===== config.mk =====
export PLATFORM = sky130hd
export DESIGN_NAME = stfs_seq
export DESIGN_NICKNAME = d
export VERILOG_FILES = /design/src/hdl/stfs_pkg.sv /design/src/hdl/stfs_seq.sv
export VERILOG_INCLUDE_DIRS = /design/src /design/src/hdl
export SDC_FILE = /design/constraint.sdc
export NUM_CORES = 1
export LEC_CHECK = 0
export BUFFER_PORTS_ARGS = -buffer_cell sky130_fd_sc_hd__buf_2
export CORE_AREA = 2 2 39 41
export DETAILED_ROUTE_END_ITERATION = 8
export DIE_AREA = 0 0 41 43
export MAX_ROUTING_LAYER = met4
export PLACE_DENSITY = 0.41
export REMOVE_ABC_BUFFERS = 1
export SYNTH_ARGS = -nofsm -noshare
export SYNTH_HDL_FRONTEND = slang
export SYNTH_SLANG_ARGS = --single-unit

===== constraint.sdc =====
create_clock -name clk -period 1.2 [get_ports clk]
set_input_delay 0.12 -clock clk [delete_from_list [all_inputs] [get_ports clk]]
set_output_delay 0.12 -clock clk [all_outputs]
set_load 0.02 [all_outputs]

===== src/hdl/assert_macros.svh =====
// Concurrent assertion helpers; expect clk and rst_n in scope.
`ifndef ASSERT_MACROS_SVH
`define ASSERT_MACROS_SVH

`ifndef SYNTHESIS

`define STFS_ASSERT(lbl, prop, msg) \
  lbl: assert property (@(posedge clk) disable iff (!rst_n) prop) else $error(msg);

`define STFS_ASSERT_ALWAYS(lbl, prop, msg) \
  lbl: assert property (@(posedge clk) prop) else $error(msg);

`else

`define STFS_ASSERT(lbl, prop, msg)

`define STFS_ASSERT_ALWAYS(lbl, prop, msg)

`endif

`endif


===== src/hdl/stfs_pkg.sv =====
package stfs_pkg;

  localparam int DEPTH       = 1024;
  localparam int IDX_W       = $clog2(DEPTH);
  localparam int CNT_W       = $clog2(DEPTH + 1);

  localparam int ENTRY_IDX_W = 10;
  localparam int TIME_W      = 64;
  localparam int FLOOR_W     = 10;
  localparam int ECNT_W      = 11;
  localparam int CFG_IDX_W   = 2;

  localparam int IN_FIELD_W  = ENTRY_IDX_W + TIME_W;
  localparam int IN_DATA_W   = ((IN_FIELD_W + 7) / 8) * 8;
  localparam int OUT_DATA_W  = ((FLOOR_W + 7) / 8) * 8;

  typedef enum logic {
    MODE_WRITE  = 1'b0,
    MODE_SEARCH = 1'b1
  } mode_e;

  typedef enum logic [CFG_IDX_W-1:0] {
    REG_ENTRY_COUNT = 2'd0,
    REG_LOWER_BOUND = 2'd1,
    REG_BOUND_EN    = 2'd2
  } cfg_reg_e;

  typedef logic [1:0] step_t;

  typedef enum logic [1:0] {
    J_NO_SEARCH,
    J_DONE,
    J_NOT_EQUAL,
    J_BUSY
  } jcond_e;

  typedef struct packed {
    logic   accept;
    logic   probe;
    logic   compare;
    logic   finish;
    jcond_e cond;
    step_t  target;
  } ctrl_word_t;

  typedef struct packed {
    logic search_go;
    logic done;
    logic equal;
    logic busy;
  } dp_stat_t;

  localparam step_t STEP_ACCEPT  = 2'd0;
  localparam step_t STEP_PROBE   = 2'd1;
  localparam step_t STEP_COMPARE = 2'd2;
  localparam step_t STEP_FINISH  = 2'd3;

  localparam ctrl_word_t UCODE [4] = '{
    '{accept: 1'b1, probe: 1'b0, compare: 1'b0, finish: 1'b0,
      cond: J_NO_SEARCH, target: STEP_ACCEPT},
    '{accept: 1'b0, probe: 1'b1, compare: 1'b0, finish: 1'b0,
      cond: J_DONE, target: STEP_FINISH},
    '{accept: 1'b0, probe: 1'b0, compare: 1'b1, finish: 1'b0,
      cond: J_NOT_EQUAL, target: STEP_PROBE},
    '{accept: 1'b0, probe: 1'b0, compare: 1'b0, finish: 1'b1,
      cond: J_BUSY, target: STEP_FINISH}
  };

endpackage


===== src/hdl/stfs_seq.sv =====
`include "assert_macros.svh"

module stfs_seq
  import stfs_pkg::*;
(
  input  logic       clk,
  input  logic       rst_n,
  input  dp_stat_t   stat,
  output ctrl_word_t ctrl
);

  step_t upc_r;
  step_t upc_nxt;
  logic  take;

  assign ctrl = UCODE[upc_r];

  always_comb begin
    unique case (ctrl.cond)
      J_NO_SEARCH: take = !stat.search_go;
      J_DONE:      take = stat.done;
      J_NOT_EQUAL: take = !stat.equal;
      J_BUSY:      take = stat.busy;
      default:     take = 1'b0;
    endcase
    upc_nxt = take ? ctrl.target : upc_r + step_t'(1);
  end

  always_ff @(posedge clk) begin
    if (!rst_n) begin
      upc_r <= STEP_ACCEPT;
    end else begin
      upc_r <= upc_nxt;
    end
  end

  `STFS_ASSERT(a_finish_returns, (ctrl.finish && !stat.busy) |=> (upc_r == STEP_ACCEPT), "finish step did not return to accept")
  `STFS_ASSERT(a_search_enters_probe, (ctrl.accept && stat.search_go) |=> ctrl.probe, "search word did not start probing")
  `STFS_ASSERT_ALWAYS(a_reset_to_accept, !rst_n |=> (upc_r == STEP_ACCEPT), "reset left sequencer off accept")

endmodule


==> results.yml <==
sta:
  worst_pin_slew_ps: 207
  clock-skew-final_ps: 0.775
  setup_violations: 0
  hold_violations: 0
  rsz0062_at_grt: "yes"
  fin_crit_ps: 1190
  slew_viol_final: 0
  fin_crit_sh_pct: 99.2
  fmax_mhz: 840
  slew_headroom_pct: 86.2
  fin_hold_ws_ps: 171
clocking:
  clock-sinks: 2
  clk_path_buf_depth: 2
  clk_latency_ps: 220
  clk_pin_slew_ps: 30
  cts_hold_buf: 0
  cts_made_buffers: 3
  cts_tree: "yes"
  htree_levels: 1
  root_buffer: "clkbuf_4"
critical_path:
  crit_fanout: 4
  crit_path_cell_trace: "inv_6 -> buf_6 -> ha_4 -> inv_2 -> buf_6"
  cp_slowest_cell: "dfxtp_4"
  r2r_slack_ps: 20
  reg2reg_depth: 5
  critPathArrivalTime_ps: 1070
  critPathLaunchType: "flop"
  crit-reg2reg-launch: "upc_r[0]"
  slowest_delay_ps: 380
  crit_type: "flop to output port"
  critPathCaptureType: "output port"
  worstSetupStartpoint: "upc_r[1]"
  worstPathRequired_ps: 1080
  worst_r2r_endpoint: "upc_r[0]"
  cpMostUsedCell: "buf_6"
flow_run:
  cap_violations: 0
placement:
  routabilityCongestion: 0.619
  port_buffers: 13
  dp.final_hpwl_um: 376
layout:
  nets: 52
  regMostFlops: "upc_r"
  final_cell_mix: "buf_2 (12), nand2_1 (4), ha_4 (4)"
  utilization_pct: 30.7
  syn_to_final_growth_pct: 117
  top_regs: "upc_r: 2 flops"
  diodes: 0
  drive_gt1_share_pct: 82.1
  mostFrequentLayoutCell: "buf_2"
  largest_reg_flops: 2
global_route:
  grt_pass1_wl_um: 717
  grt_pass1_vias: 184
  globalRoute.totalOverflow: 0
  grt_usage_pct: 6.77
  grt_max_degree: 5
  antenna_found_initial: 0
synthesis:
  syn_area_um2: 195
  syn_inst: 21
  yosysSeqAreaShare_pct: 20.5
  avgSynthCellArea_um2: 9.29
  yosysUniqueCellTypes: 9
  synth-seq-cells: 2
  synth_area_leaders: "ha_1 (32%), dfxtp_1 (21%), mux2i_1 (10%)"
  ys_warn_count: 0
  synth_largest_area_cell: "ha_1"
  synth_top_area_share_pct: 32.1
power_and_ir_drop:
  swShare_pct: 45.8
  cellPowerDensity_mw_per_mm2: 2530
  p_int_mw: 0.582
  ir_drop_mv: 0.912
  switchingPower_mw: 0.491
  p_comb_share_pct: 71.4
  clkPwrFrac_pct: 13.6
  p_leak_nw: 0.202
  p_seq_share_pct: 15.0
outcome:
  status: "finished clean"
worst_hold_path:
  hold_path_end: "upc_r[1]"
  hold_start: "rst_n"
  hold_depth: 3
  hp-class: "input pin to flop"
die:
  core_mm2: 0.00138
  placementRows: 14
  start_util_pct: 14.1
  chipHeight_um: 43
  die_w_um: 41
  io_pins: 14
  die-area_mm2: 0.00176
drt:
  drc: 0
  wl_met3_um: 84
  met1Wirelength_um: 216
  top_layer: "met3"
  first_pass_iters: 2
  wl_met2_um: 256
  drt-initial-drc-count: 1
  routed_wl_um: 557
  ant_nets: 0
  routed_via_density: 3.78
  wire_per_inst_um: 10.1
  vias: 208
Yosys cell counts (all sizes together):
| cell | instances |
|---|---|
| ha | 5 |
| nand2 | 5 |
| inv | 3 |
| dfxtp | 2 |
| mux2i | 2 |
| a21oi | 1 |
| a32oi | 1 |
| buf | 1 |
| nand2b | 1 |
kinds of logic (layout without fill, tap and decap cells):
| family | Yosys count | after routing | synth area share (%) |
|---|---|---|---|
| buf+inv | 4 | 22 | 9.62 |
| flops | 2 | 2 | 20.5 |
| simple gates | 6 | 6 | 16.7 |
| mux | 2 | 2 | 10.3 |
| fa+ha+maj | 5 | 5 | 32.1 |
| compound gates | 2 | 2 | 10.9 |
worst max-delay path, delay by kind of cell, from the launching register on:
kind | cells | cell delay, ps
adders and majority gates | 1 | 140
DFF | 1 | 380
buffers and inverters | 4 | 320
power groups by stage:
stage	sequential (mW)	clock (mW)	combinational, mW
2_1_floorplan	0.170	0	0.306
3_3_place_gp	0.117	0	0.549
3_5_place_dp	0.117	0	0.546
4_1_cts	0.149	0.155	0.748
5_1_grt	0.166	0.162	0.832
6_report	0.161	0.146	0.766
layer usage:
metal | vias to the layer above | global-route usage (%)
li1 | 105 | -
met1 | 89 | 6.69
met2 | 14 | 9.06
met3 | 0 | 3.66
met4 | 0 | 6.00
met5 | - | -
area by class of cell:
cell class	count	area, um2
Tap cell	16	20.0
Sequential cell	2	47.5
Inverter	3	23.8
Clock buffer	3	22.5
Timing Repair Buffer	16	101
Multi-Input combinational cell	15	209
Fill cell	154	960
repair_timing:
action | CTS | global route
buffers inserted | 1 | 0
endpoints found under the hold margin | 0 | 0
resized for setup | 24 | 4
setup endpoints to repair | 5 | 3
pin swaps | 1 | 2
through the flow:
stage                     power, mW  std cells  setup TNS, ps  setup slack (ps)  cell area, um2
after floorplan               0.476         20          -1000              -460             188
after global placement        0.666         52           -171             -90.6             295
after detailed placement      0.662         52           -139             -74.4             295
after CTS                      1.05         55          -4.38             -4.38             412
after global routing           1.16         55           -148             -78.3             424
final                          1.07         55              0              9.98             424
worst max-delay path by stage:
stage	endpoint	cells after the start
floorplan	upc_r[0]	5
global placement	upc_r[1]	5
detailed placement	upc_r[0]	5
CTS	ctrl[0]	5
global route	upc_r[1]	5
finish	ctrl[0]	5
Power figures use the tool's default switching activity.
